==> src/rtl/core/pbu_pkg.sv <==
// ----------------------------------------------------------------------------
// pbu_pkg: shared types and constants of the pixel blend unit
// Mode codes, configuration register indexes, blend rounding constants and the
// stage-enable bundle passed from pipeline control to the channel lanes.
// ----------------------------------------------------------------------------
package pbu_pkg;

	typedef enum logic [2:0] {
		MODE_ADD      = 3'd0,
		MODE_SUB      = 3'd1,
		MODE_SCALE    = 3'd2,
		MODE_MULTIPLY = 3'd3,
		MODE_SCREEN   = 3'd4
	} mode_t;

	typedef enum logic [1:0] {
		CFG_OFFSET = 2'd0,
		CFG_SCALE  = 2'd1,
		CFG_MASK   = 2'd2
	} cfg_idx_t;

	localparam int unsigned CFG_IDX_W  = 2;
	localparam int unsigned CFG_DATA_W = 16;

	localparam logic [7:0]  OFFSET_RST = 8'd0;
	localparam logic [15:0] SCALE_RST  = 16'd256;
	localparam logic [2:0]  MASK_RST   = 3'b111;

	// Blend divisor is 255 * 256; half of it gives round-half-up.
	localparam logic [32:0] BLEND_HALF = 33'd32640;
	// 256 * 65280: a multiply sum at or above this saturates to 255.
	localparam logic [32:0] BLEND_CLIP = 33'd16711680;
	// 255 * 65280 + 32640: screen numerator before the product is taken off.
	localparam logic [32:0] SCREEN_TOP = 33'd16679040;

	typedef struct packed {
		logic [7:0]  offset_amount;
		logic [15:0] scale_factor;
		logic [2:0]  channel_mask;
	} cfg_t;

	typedef struct packed {
		logic s1;
		logic s2;
		logic s3;
		logic s4;
	} pipe_en_t;

endpackage

==> src/rtl/core/pbu_if.sv <==
// ----------------------------------------------------------------------------
// pbu_if: channel interfaces of the pixel blend unit
// Pixel request channel, result channel and configuration write channel, each
// with valid/ready and a source and a sink modport.
// ----------------------------------------------------------------------------
interface pbu_in_if;
	logic       valid;
	logic       ready;
	logic [2:0] mode;
	logic [7:0] first_blue;
	logic [7:0] first_green;
	logic [7:0] first_red;
	logic [7:0] second_blue;
	logic [7:0] second_green;
	logic [7:0] second_red;

	modport source (
		output valid, mode, first_blue, first_green, first_red,
		       second_blue, second_green, second_red,
		input  ready
	);
	modport sink (
		input  valid, mode, first_blue, first_green, first_red,
		       second_blue, second_green, second_red,
		output ready
	);
endinterface

interface pbu_out_if;
	logic       valid;
	logic       ready;
	logic [7:0] out_blue;
	logic [7:0] out_green;
	logic [7:0] out_red;
	logic       clipped;

	modport source (
		output valid, out_blue, out_green, out_red, clipped,
		input  ready
	);
	modport sink (
		input  valid, out_blue, out_green, out_red, clipped,
		output ready
	);
endinterface

interface pbu_cfg_if;
	logic        valid;
	logic        ready;
	logic [1:0]  index;
	logic [15:0] wdata;

	modport source (
		output valid, index, wdata,
		input  ready
	);
	modport sink (
		input  valid, index, wdata,
		output ready
	);
endinterface

==> src/rtl/core/pixel_blend_unit_top.sv <==
// ----------------------------------------------------------------------------
// pixel_blend_unit_top: per-pixel BGR arithmetic and blend unit
// Offset add/subtract, Q8.8 scale, multiply and screen blend on a pair of
// 8-bit BGR pixels; one result pixel with a saturation flag per request.
// ----------------------------------------------------------------------------
//
//   channel   modport  payload                                   use
//   -------   -------  ----------------------------------------  -------------
//   pix_in    sink     mode, first_{blue,green,red},             pixel request
//                      second_{blue,green,red}
//   pix_out   source   out_{blue,green,red}, clipped             result
//   cfg       sink     index, wdata                              register write
//
// Four pipeline stages, stage 1 to stage 4, each registered, lie between pix_in
// and pix_out; one request enters per clock when pix_out takes results.
// The stage-2 16x16 gain product and the constant divide by 65280 (reciprocal
// estimate, then one correction step) set the stage split.
// Each stage loads when empty or when the stage after it moves, so bubbles
// close up and a stall on pix_out holds results without loss or repeat.
// arst_n clears the valid bits and restores the registers (offset 0, gain
// 1.0, all channels enabled); cfg is always ready.
// ----------------------------------------------------------------------------
module pixel_blend_unit_top
	import pbu_pkg::*;
(
	input  logic      clk,
	input  logic      arst_n,
	pbu_in_if.sink    pix_in,
	pbu_out_if.source pix_out,
	pbu_cfg_if.sink   cfg
);

	cfg_t     cfg_val;
	pipe_en_t en;
	mode_t    mode_in;
	logic     clip_blue, clip_green, clip_red;

	// Take writes at any time; only idle periods see them by contract.
	assign cfg.ready = 1'b1;

	pbu_cfg_regs u_cfg (
		.clk     (clk),
		.arst_n  (arst_n),
		.wr_en   (cfg.valid && cfg.ready),
		.wr_idx  (cfg.index),
		.wr_data (cfg.wdata),
		.cfg     (cfg_val)
	);

	// Valid bits and per-stage load enables.
	pbu_pipe_ctrl u_ctrl (
		.clk       (clk),
		.arst_n    (arst_n),
		.in_valid  (pix_in.valid),
		.in_ready  (pix_in.ready),
		.out_valid (pix_out.valid),
		.out_ready (pix_out.ready),
		.en        (en)
	);

	// Unused codes pass through the lanes as inactive channels.
	assign mode_in = mode_t'(pix_in.mode);

	// One lane per color; the mask bit only matters for add, subtract and scale.
	pbu_lane u_blue (
		.clk      (clk),
		.en       (en),
		.cfg      (cfg_val),
		.mode     (mode_in),
		.mask_bit (cfg_val.channel_mask[0]),
		.a        (pix_in.first_blue),
		.b        (pix_in.second_blue),
		.res      (pix_out.out_blue),
		.clip     (clip_blue)
	);

	pbu_lane u_green (
		.clk      (clk),
		.en       (en),
		.cfg      (cfg_val),
		.mode     (mode_in),
		.mask_bit (cfg_val.channel_mask[1]),
		.a        (pix_in.first_green),
		.b        (pix_in.second_green),
		.res      (pix_out.out_green),
		.clip     (clip_green)
	);

	pbu_lane u_red (
		.clk      (clk),
		.en       (en),
		.cfg      (cfg_val),
		.mode     (mode_in),
		.mask_bit (cfg_val.channel_mask[2]),
		.a        (pix_in.first_red),
		.b        (pix_in.second_red),
		.res      (pix_out.out_red),
		.clip     (clip_red)
	);

	// Flag the pixel if any channel saturated.
	assign pix_out.clipped = clip_blue | clip_green | clip_red;

endmodule

==> src/rtl/core/pbu_cfg_regs.sv <==
// ----------------------------------------------------------------------------
// pbu_cfg_regs: configuration registers
// Offset, Q8.8 gain and channel mask; writes to unknown indexes are dropped.
// ----------------------------------------------------------------------------
module pbu_cfg_regs
	import pbu_pkg::*;
(
	input  logic                  clk,
	input  logic                  arst_n,
	input  logic                  wr_en,
	input  logic [CFG_IDX_W-1:0]  wr_idx,
	input  logic [CFG_DATA_W-1:0] wr_data,
	output cfg_t                  cfg
);

	logic [7:0]  offset_q;
	logic [15:0] scale_q;
	logic [2:0]  mask_q;

	always_ff @(posedge clk or negedge arst_n) begin
		if (!arst_n) begin
			offset_q <= OFFSET_RST;
			scale_q  <= SCALE_RST;
			mask_q   <= MASK_RST;
		end else if (wr_en) begin
			unique case (cfg_idx_t'(wr_idx))
				CFG_OFFSET: offset_q <= wr_data[7:0];
				CFG_SCALE:  scale_q  <= wr_data[15:0];
				CFG_MASK:   mask_q   <= wr_data[2:0];
				default: begin
					// drop writes beyond the register list
				end
			endcase
		end
	end

	assign cfg.offset_amount = offset_q;
	assign cfg.scale_factor  = scale_q;
	assign cfg.channel_mask  = mask_q;

endmodule

==> src/rtl/core/pbu_pipe_ctrl.sv <==
// ----------------------------------------------------------------------------
// pbu_pipe_ctrl: pipeline valid bits and stage enables
// Four stages; a stage loads when it is empty or its successor loads, so
// bubbles collapse and a stall holds the last stage and full stages behind it.
// ----------------------------------------------------------------------------
module pbu_pipe_ctrl
	import pbu_pkg::*;
(
	input  logic     clk,
	input  logic     arst_n,
	input  logic     in_valid,
	output logic     in_ready,
	output logic     out_valid,
	input  logic     out_ready,
	output pipe_en_t en
);

	logic v_s1, v_s2, v_s3, v_s4;

	always_comb begin
		en.s4 = !v_s4 || out_ready;
		en.s3 = !v_s3 || en.s4;
		en.s2 = !v_s2 || en.s3;
		en.s1 = !v_s1 || en.s2;
	end

	always_ff @(posedge clk or negedge arst_n) begin
		if (!arst_n) begin
			v_s1 <= 1'b0;
			v_s2 <= 1'b0;
			v_s3 <= 1'b0;
			v_s4 <= 1'b0;
		end else begin
			if (en.s1) v_s1 <= in_valid;
			if (en.s2) v_s2 <= v_s1;
			if (en.s3) v_s3 <= v_s2;
			if (en.s4) v_s4 <= v_s3;
		end
	end

	assign in_ready  = en.s1;
	assign out_valid = v_s4;

endmodule

==> src/rtl/core/pbu_lane.sv <==
// ----------------------------------------------------------------------------
// pbu_lane: one color channel datapath
// Stage 1 offsets and first products, stage 2 gain product and scale
// rounding, stage 3 blend numerator and reciprocal estimate, stage 4
// quotient correction and result select.
// ----------------------------------------------------------------------------
module pbu_lane
	import pbu_pkg::*;
(
	input  logic       clk,
	input  pipe_en_t   en,
	input  cfg_t       cfg,
	input  mode_t      mode,
	input  logic       mask_bit,
	input  logic [7:0] a,
	input  logic [7:0] b,
	output logic [7:0] res,
	output logic       clip
);

	// stage 1
	mode_t       mode_s1;
	logic        act_s1;
	logic [7:0]  a_s1;
	logic [7:0]  simple_s1;
	logic        sclip_s1;
	logic [15:0] xy_s1;
	logic [23:0] as_s1;
	// stage 2
	mode_t       mode_s2;
	logic        act_s2;
	logic [7:0]  a_s2;
	logic [7:0]  simple_s2;
	logic        sclip_s2;
	logic [31:0] p_s2;
	// stage 3
	mode_t       mode_s3;
	logic        act_s3;
	logic [7:0]  a_s3;
	logic [7:0]  simple_s3;
	logic        sclip_s3;
	logic        bclip_s3;
	logic [15:0] y_s3;
	logic [7:0]  q0_s3;
	// stage 4
	logic [7:0]  res_s4;
	logic        clip_s4;

	logic        act_c;
	logic [8:0]  sum_c;
	logic [7:0]  x_c, w_c;
	logic [7:0]  simple1_c;
	logic        sclip1_c;
	logic [24:0] scl_c;
	logic [7:0]  simple2_c;
	logic        sclip2_c;
	logic [32:0] d_c;
	logic        bclip_c;
	logic [23:0] y257_c;
	logic [16:0] rem_c;
	logic [7:0]  q_c;
	logic [7:0]  res_c;
	logic        clip_c;

	// stage 1: add/subtract, operand select for the blends
	always_comb begin
		sum_c     = {1'b0, a} + {1'b0, cfg.offset_amount};
		simple1_c = a;
		sclip1_c  = 1'b0;
		act_c     = 1'b0;
		x_c       = a;
		w_c       = b;
		unique case (mode)
			MODE_ADD: begin
				act_c     = mask_bit;
				sclip1_c  = sum_c[8];
				simple1_c = sum_c[8] ? 8'hFF : sum_c[7:0];
			end
			MODE_SUB: begin
				act_c     = mask_bit;
				sclip1_c  = a < cfg.offset_amount;
				simple1_c = sclip1_c ? 8'h00 : a - cfg.offset_amount;
			end
			MODE_SCALE:    act_c = mask_bit;
			MODE_MULTIPLY: act_c = 1'b1;
			MODE_SCREEN: begin
				act_c = 1'b1;
				x_c   = ~a;
				w_c   = ~b;
			end
			default: act_c = 1'b0;
		endcase
	end

	always_ff @(posedge clk) begin
		if (en.s1) begin
			mode_s1   <= mode;
			act_s1    <= act_c;
			a_s1      <= a;
			simple_s1 <= simple1_c;
			sclip_s1  <= sclip1_c;
			xy_s1     <= 16'(x_c) * 16'(w_c);
			as_s1     <= 24'(a) * 24'(cfg.scale_factor);
		end
	end

	// stage 2: round and clamp the scale result, take the gain product
	always_comb begin
		scl_c     = {1'b0, as_s1} + 25'd128;
		simple2_c = simple_s1;
		sclip2_c  = sclip_s1;
		if (mode_s1 == MODE_SCALE) begin
			sclip2_c  = |scl_c[24:16];
			simple2_c = sclip2_c ? 8'hFF : scl_c[15:8];
		end
	end

	always_ff @(posedge clk) begin
		if (en.s2) begin
			mode_s2   <= mode_s1;
			act_s2    <= act_s1;
			a_s2      <= a_s1;
			simple_s2 <= simple2_c;
			sclip_s2  <= sclip2_c;
			p_s2      <= 32'(xy_s1) * 32'(cfg.scale_factor);
		end
	end

	// stage 3: rounded numerator, saturation test, quotient estimate by 257/65536
	always_comb begin
		if (mode_s2 == MODE_SCREEN) begin
			bclip_c = {1'b0, p_s2} > SCREEN_TOP;
			d_c     = SCREEN_TOP - {1'b0, p_s2};
		end else begin
			d_c     = {1'b0, p_s2} + BLEND_HALF;
			bclip_c = d_c >= BLEND_CLIP;
		end
		y257_c = {d_c[23:8], 8'h00} + {8'h00, d_c[23:8]};
	end

	always_ff @(posedge clk) begin
		if (en.s3) begin
			mode_s3   <= mode_s2;
			act_s3    <= act_s2;
			a_s3      <= a_s2;
			simple_s3 <= simple_s2;
			sclip_s3  <= sclip_s2;
			bclip_s3  <= bclip_c;
			y_s3      <= d_c[23:8];
			q0_s3     <= y257_c[23:16];
		end
	end

	// stage 4: correct the estimate by one, pick the result
	always_comb begin
		rem_c = {1'b0, y_s3} - ({1'b0, q0_s3, 8'h00} - {9'h000, q0_s3});
		q_c   = (rem_c >= 17'd255) ? q0_s3 + 8'd1 : q0_s3;
		res_c = a_s3;
		clip_c = 1'b0;
		if (act_s3) begin
			unique case (mode_s3)
				MODE_MULTIPLY: begin
					res_c  = bclip_s3 ? 8'hFF : q_c;
					clip_c = bclip_s3;
				end
				MODE_SCREEN: begin
					res_c  = bclip_s3 ? 8'h00 : q_c;
					clip_c = bclip_s3;
				end
				default: begin
					res_c  = simple_s3;
					clip_c = sclip_s3;
				end
			endcase
		end
	end

	always_ff @(posedge clk) begin
		if (en.s4) begin
			res_s4  <= res_c;
			clip_s4 <= clip_c;
		end
	end

	assign res  = res_s4;
	assign clip = clip_s4;

endmodule

==> src/flat_wrapper.sv <==
// flat-port wrapper written by rule: the top's interface ports become plain ports
module pixel_blend_unit_top_flat import pbu_pkg::*;
  (clk, arst_n, pix_in_valid, pix_in_mode, pix_in_first_blue, pix_in_first_green, pix_in_first_red, pix_in_second_blue, pix_in_second_green, pix_in_second_red, pix_in_ready, pix_out_valid, pix_out_out_blue, pix_out_out_green, pix_out_out_red, pix_out_clipped, pix_out_ready, cfg_valid, cfg_index, cfg_wdata, cfg_ready);
  pbu_in_if pix_in_i ();
  pbu_out_if pix_out_i ();
  pbu_cfg_if cfg_i ();
  input  logic clk;
  input  logic arst_n;
  input wire logic [$bits(pix_in_i.valid)-1:0] pix_in_valid;
  input wire logic [$bits(pix_in_i.mode)-1:0] pix_in_mode;
  input wire logic [$bits(pix_in_i.first_blue)-1:0] pix_in_first_blue;
  input wire logic [$bits(pix_in_i.first_green)-1:0] pix_in_first_green;
  input wire logic [$bits(pix_in_i.first_red)-1:0] pix_in_first_red;
  input wire logic [$bits(pix_in_i.second_blue)-1:0] pix_in_second_blue;
  input wire logic [$bits(pix_in_i.second_green)-1:0] pix_in_second_green;
  input wire logic [$bits(pix_in_i.second_red)-1:0] pix_in_second_red;
  output wire logic [$bits(pix_in_i.ready)-1:0] pix_in_ready;
  output wire logic [$bits(pix_out_i.valid)-1:0] pix_out_valid;
  output wire logic [$bits(pix_out_i.out_blue)-1:0] pix_out_out_blue;
  output wire logic [$bits(pix_out_i.out_green)-1:0] pix_out_out_green;
  output wire logic [$bits(pix_out_i.out_red)-1:0] pix_out_out_red;
  output wire logic [$bits(pix_out_i.clipped)-1:0] pix_out_clipped;
  input wire logic [$bits(pix_out_i.ready)-1:0] pix_out_ready;
  input wire logic [$bits(cfg_i.valid)-1:0] cfg_valid;
  input wire logic [$bits(cfg_i.index)-1:0] cfg_index;
  input wire logic [$bits(cfg_i.wdata)-1:0] cfg_wdata;
  output wire logic [$bits(cfg_i.ready)-1:0] cfg_ready;
  assign pix_in_i.valid = pix_in_valid;
  assign pix_in_i.mode = pix_in_mode;
  assign pix_in_i.first_blue = pix_in_first_blue;
  assign pix_in_i.first_green = pix_in_first_green;
  assign pix_in_i.first_red = pix_in_first_red;
  assign pix_in_i.second_blue = pix_in_second_blue;
  assign pix_in_i.second_green = pix_in_second_green;
  assign pix_in_i.second_red = pix_in_second_red;
  assign pix_in_ready = pix_in_i.ready;
  assign pix_out_valid = pix_out_i.valid;
  assign pix_out_out_blue = pix_out_i.out_blue;
  assign pix_out_out_green = pix_out_i.out_green;
  assign pix_out_out_red = pix_out_i.out_red;
  assign pix_out_clipped = pix_out_i.clipped;
  assign pix_out_i.ready = pix_out_ready;
  assign cfg_i.valid = cfg_valid;
  assign cfg_i.index = cfg_index;
  assign cfg_i.wdata = cfg_wdata;
  assign cfg_ready = cfg_i.ready;
  pixel_blend_unit_top u_core (.clk(clk), .arst_n(arst_n), .pix_in(pix_in_i), .pix_out(pix_out_i), .cfg(cfg_i));
endmodule
==> config.mk <==
export PLATFORM = sky130hd
export DESIGN_NAME = pixel_blend_unit_top_flat
export DESIGN_NICKNAME = d
export VERILOG_FILES = /design/src/rtl/core/pbu_pkg.sv /design/src/rtl/core/pbu_if.sv /design/src/rtl/core/pixel_blend_unit_top.sv /design/src/rtl/core/pbu_cfg_regs.sv /design/src/rtl/core/pbu_pipe_ctrl.sv /design/src/rtl/core/pbu_lane.sv /design/src/flat_wrapper.sv
export SDC_FILE = /design/constraint.sdc
export NUM_CORES = 2
export LEC_CHECK = 0
export BUFFER_PORTS_ARGS = -buffer_cell sky130_fd_sc_hd__buf_2
export CAP_MARGIN = 20
export CORE_MARGIN = 2
export CORE_UTILIZATION = 65
export CTS_CLUSTER_SIZE = 14
export DETAILED_ROUTE_END_ITERATION = 8
export GPL_TIMING_DRIVEN = 0
export HOLD_SLACK_MARGIN = 0.03
export PLACE_DENSITY = 0.88
export REMOVE_ABC_BUFFERS = 1
export SYNTH_ARGS = -nofsm -noshare
export SYNTH_HDL_FRONTEND = slang
export SYNTH_SLANG_ARGS = --single-unit
==> constraint.sdc <==
create_clock -name clk -period 9.6 [get_ports clk]
set_input_delay 1.92 -clock clk [delete_from_list [all_inputs] [get_ports clk]]
set_output_delay 1.92 -clock clk [all_outputs]
set_load 0.01 [all_outputs]
==> flow_summary_export.csv <==
group,metric,value,unit
routing,drt_iter0_drc,4911,
placed_design,dp_hpwl,124000,um
global_route,gr-total-overflow,0,
sta,worst_slew_pin_slew,1.14,ns
critical_path,critPathArrivalTime,8.02,ns
global_route,antenna_found_initial,1,
routing,ant_nets,0,
sta,fin_crit,7.60,ns
clock_tree,cts_buffer_depth,3,
placed_design,dp.cells,8528,
clock_tree,cts_buffers,55,
layout,nNetsFinal,8930,
clock_tree,insertion_delay,0.67,ns
flow_run,cap_violations,0,
critical_path,slowest_delay,1.29,ns
sta,whs,0.413,ns
synthesis,synth_seq_cells,499,
critical_path,path_cells,"nand2_1, fa_1, inv_1, fa_1, inv_1, fa_1, inv_1, fa_1, fa_1, inv_1, fa_1, inv_1, ha_1, and3_1, a311oi_1, o21ai_0, a221oi_1, a211o_1, a31oi_1, xnor2_1",
sta,fmax,0.132,GHz
critical_path,worstSetupStartpointType,"register",
clock_tree,cts_resized,0,
synthesis,synth.avg_cell_area,9.37,sq um
sta,period_share,79.2,%
layout,drive_gt1_share,4.63,%
synthesis,async_flop_share,6.21,%
critical_path,cp_common_cell,"fa_1",
layout,fin_cells,8630,
clock_tree,ctsHoldBuffers,0,
routing,wirelength,173000,um
synthesis,synthCells,7361,
floorplan,pin_count,102,
floorplan,die-width,330,um
clock_tree,clock-sinks,499,
sta,finalSetupViolations,0,
global_route,grt_max_degree,110,
critical_path,critPathSlowestCell,"dfstp_4",
placed_design,gp_congestion,0.920,
clock_tree,post_cts_buffers,0,
routing,drc,0,
layout,synthToLayoutAreaGrowth,5.13,%
sta,skew,0.0605,ns
synthesis,yosysSeqAreaShare,21.5,%
placed_design,numPortBuffers,100,
synthesis,netlist_area,69000,sq um
critical_path,endpoint_kind,"register",
global_route,grt_pass1_vias,56183,
outcome,status,"complete, no violations",
floorplan,initial_core_util,65.6,%
floorplan,coreArea,105000,sq um
critical_path,critPathKind,"register to register",
routing,drt_first_pass_iters,8,
clock_tree,cts_tree,"done",
layout,fillers,7136,
clock_tree,cts_htree_levels,2,
synthesis,synth_cell_types,83,
synthesis,synth-edff-count,468,
floorplan,die_y,330,um
clock_tree,cts.clk_slew.worst_paths,0.06,ns
sta,slew_headroom,23.9,%
routing,wl_per_cell,20.0,um
routing,vias,53004,
synthesis,yosys_warnings,0,
global_route,grtUsageTotal,32.4,%
critical_path,cp_max_fo,73,
worst_hold_path,hold_path.class,"register to register",
synthesis,ys.flop_type,"edfxtp_1",
sta,drv_slew,0,
clock_tree,root_buffer,"clkbuf_16",
sta,final-hold-violation-count,0,
critical_path,required,10.01,ns
floorplan,fp-row-count,119,
sta,rsz0062_at_grt,"false",
floorplan,die_area,109000,sq um
routing,via_per_inst,6.14,
global_route,grt_pass1_wl,282000,um
layout by cell type, fill, tap and decap left out, drive strengths merged, types with 11 or more instances in the layout:
cell type / Yosys / layout
inv: 1259 / 1264
fa: 945 / 945
nand2: 868 / 868
ha: 717 / 717
and2: 541 / 541
edfxtp: 468 / 468
a21oi: 340 / 340
nor2: 319 / 319
o21ai: 267 / 267
xnor2: 228 / 228
buf: 30 / 129
nand3: 106 / 106
xor2: 89 / 89
nor3: 89 / 89
a21o: 82 / 82
clkbuf: 323 / 58
a31oi: 50 / 50
o21a: 49 / 49
and3: 48 / 48
nor2b: 43 / 43
or2: 43 / 43
a211oi: 39 / 39
o21bai: 39 / 39
nand2b: 36 / 36
nor4: 27 / 27
dfrtp: 27 / 27
nand4: 25 / 25
mux2: 23 / 23
clkinv: 1 / 23
or3: 22 / 22
o211ai: 17 / 17
o22ai: 15 / 15
a221oi: 15 / 15
o31ai: 14 / 14
or4: 12 / 12
a211o: 11 / 11
metal layers:
metal | global-route usage [%] | part of all wire (%) | vias up | routed length [um]
met1 | 41.3 | 37 | 25945 | 64000
met4 | 15.9 | 5.3 | 2 | 9150
met2 | 53.5 | 47 | 3055 | 81800
met3 | 6.05 | 10 | 667 | 18000
li1 | - | - | 23335 | -
met5 | 0 | 0.0075 | - | 13
layout make-up:
type | count | area (sq um) | area share (%)
clock inverter | 43 | 533 | 0.735
inverter | 1260 | 4730 | 6.52
timing repair buffer | 129 | 1110 | 1.52
antenna | 1 | 2.50 | 0.00345
tap | 1391 | 1740 | 2.40
clock buffer | 58 | 1390 | 1.91
multi-input combinational | 5249 | 48100 | 66.4
sequential | 499 | 14900 | 20.5
synthesized netlist by cell type (43+ instances only):
cell         n  area [sq um]
a21o_1      81           608
a21oi_1    340          1700
a31oi_1     49           307
and2_1     539          3370
and3_1      48           300
clkbuf_1   323          1210
edfxtp_1   468         14100
fa_1       945         18900
ha_1       717          8970
inv_1     1259          4730
nand2_1    867          3250
nand3_1    106           531
nor2_1     318          1190
nor2b_1     43           269
nor3_1      86           430
o21a_1      49           368
o21ai_0    261          1310
xnor2_1    225          1970
xor2_1      89           780
final timing paths:
| kind | to | start | slack, ns | cells past startpoint |
|---|---|---|---|---|
| max | u_core.u_green.p_s2[31]$_DFFE_PP_ | u_core.u_cfg.scale_q[8]$_DFFE_PN1P_ | 2.00 | 20 |
| min | u_core.u_red.a_s2[7]$_DFFE_PP_ | u_core.u_red.a_s1[7]$_DFFE_PP_ | 0.41 | 0 |
| max reg2reg | u_core.u_green.p_s2[31]$_DFFE_PP_ | u_core.u_cfg.scale_q[8]$_DFFE_PN1P_ | 2.00 | 20 |
| min reg2reg | u_core.u_red.a_s2[7]$_DFFE_PP_ | u_core.u_red.a_s1[7]$_DFFE_PP_ | 0.41 | 0 |
| max in group asynchronous | u_core.u_cfg.scale_q[3]$_DFFE_PN0P_ | arst_n | 7.57 | 1 |
| min in group asynchronous | u_core.u_cfg.scale_q[13]$_DFFE_PN0P_ | arst_n | 1.37 | 1 |
registers in the layout (all words and copies together) (netlist names), 17 cells and up:
name,count
u_core.u_green.as_s1,17
u_core.u_red.as_s1,17
u_core.u_blue.p_s2,32
u_core.u_green.p_s2,32
u_core.u_red.p_s2,32
u_core.u_blue.as_s1,17
critical path, delay by kind of cell (launching register included):
kind	cells	cell delay [ns]
XOR/XNOR	1	0.14
adder cells (fa/ha/maj)	7	3.35
AO/OA/AOI/OAI	5	1.85
AND/OR/NAND/NOR	2	0.39
flip-flops	1	1.29
buffers and inverters	5	0.24
metrics by stage:
stage / area [sq um] / util, % / setup TNS, ns / setup slack, ns
finish: 72500 / 68.9 / 0 / 2.00
global route: 72500 / 68.9 / 0 / 1.52
CTS: 72500 / 68.9 / 0 / 2.08
detailed placement: 70600 / 67.1 / 0 / 1.85
global placement: 69900 / 66.4 / -264.83 / -2.68
floorplan: 67700 / - / 0 / 1.04
kinds of logic (layout without fill, tap and decap cells):
kind of cell               Yosys count  after routing  share of synthesized area [%]
buffers and inverters             1613           1490                           8.78
other                                1              2                        0.00543
xor gates and xnor gates           317            317                           4.06
and+or+nand+nor                   2201           2201                           15.5
adders and majority gates         1662           1662                           40.4
DFF                                499            499                           21.5
muxes                               33             33                          0.520
AOI/OAI and AO/OA                 1035           1035                           9.22
Power is not shown: default switching activity piles up to over one toggle a cycle in this logic, so the estimate is an artifact.
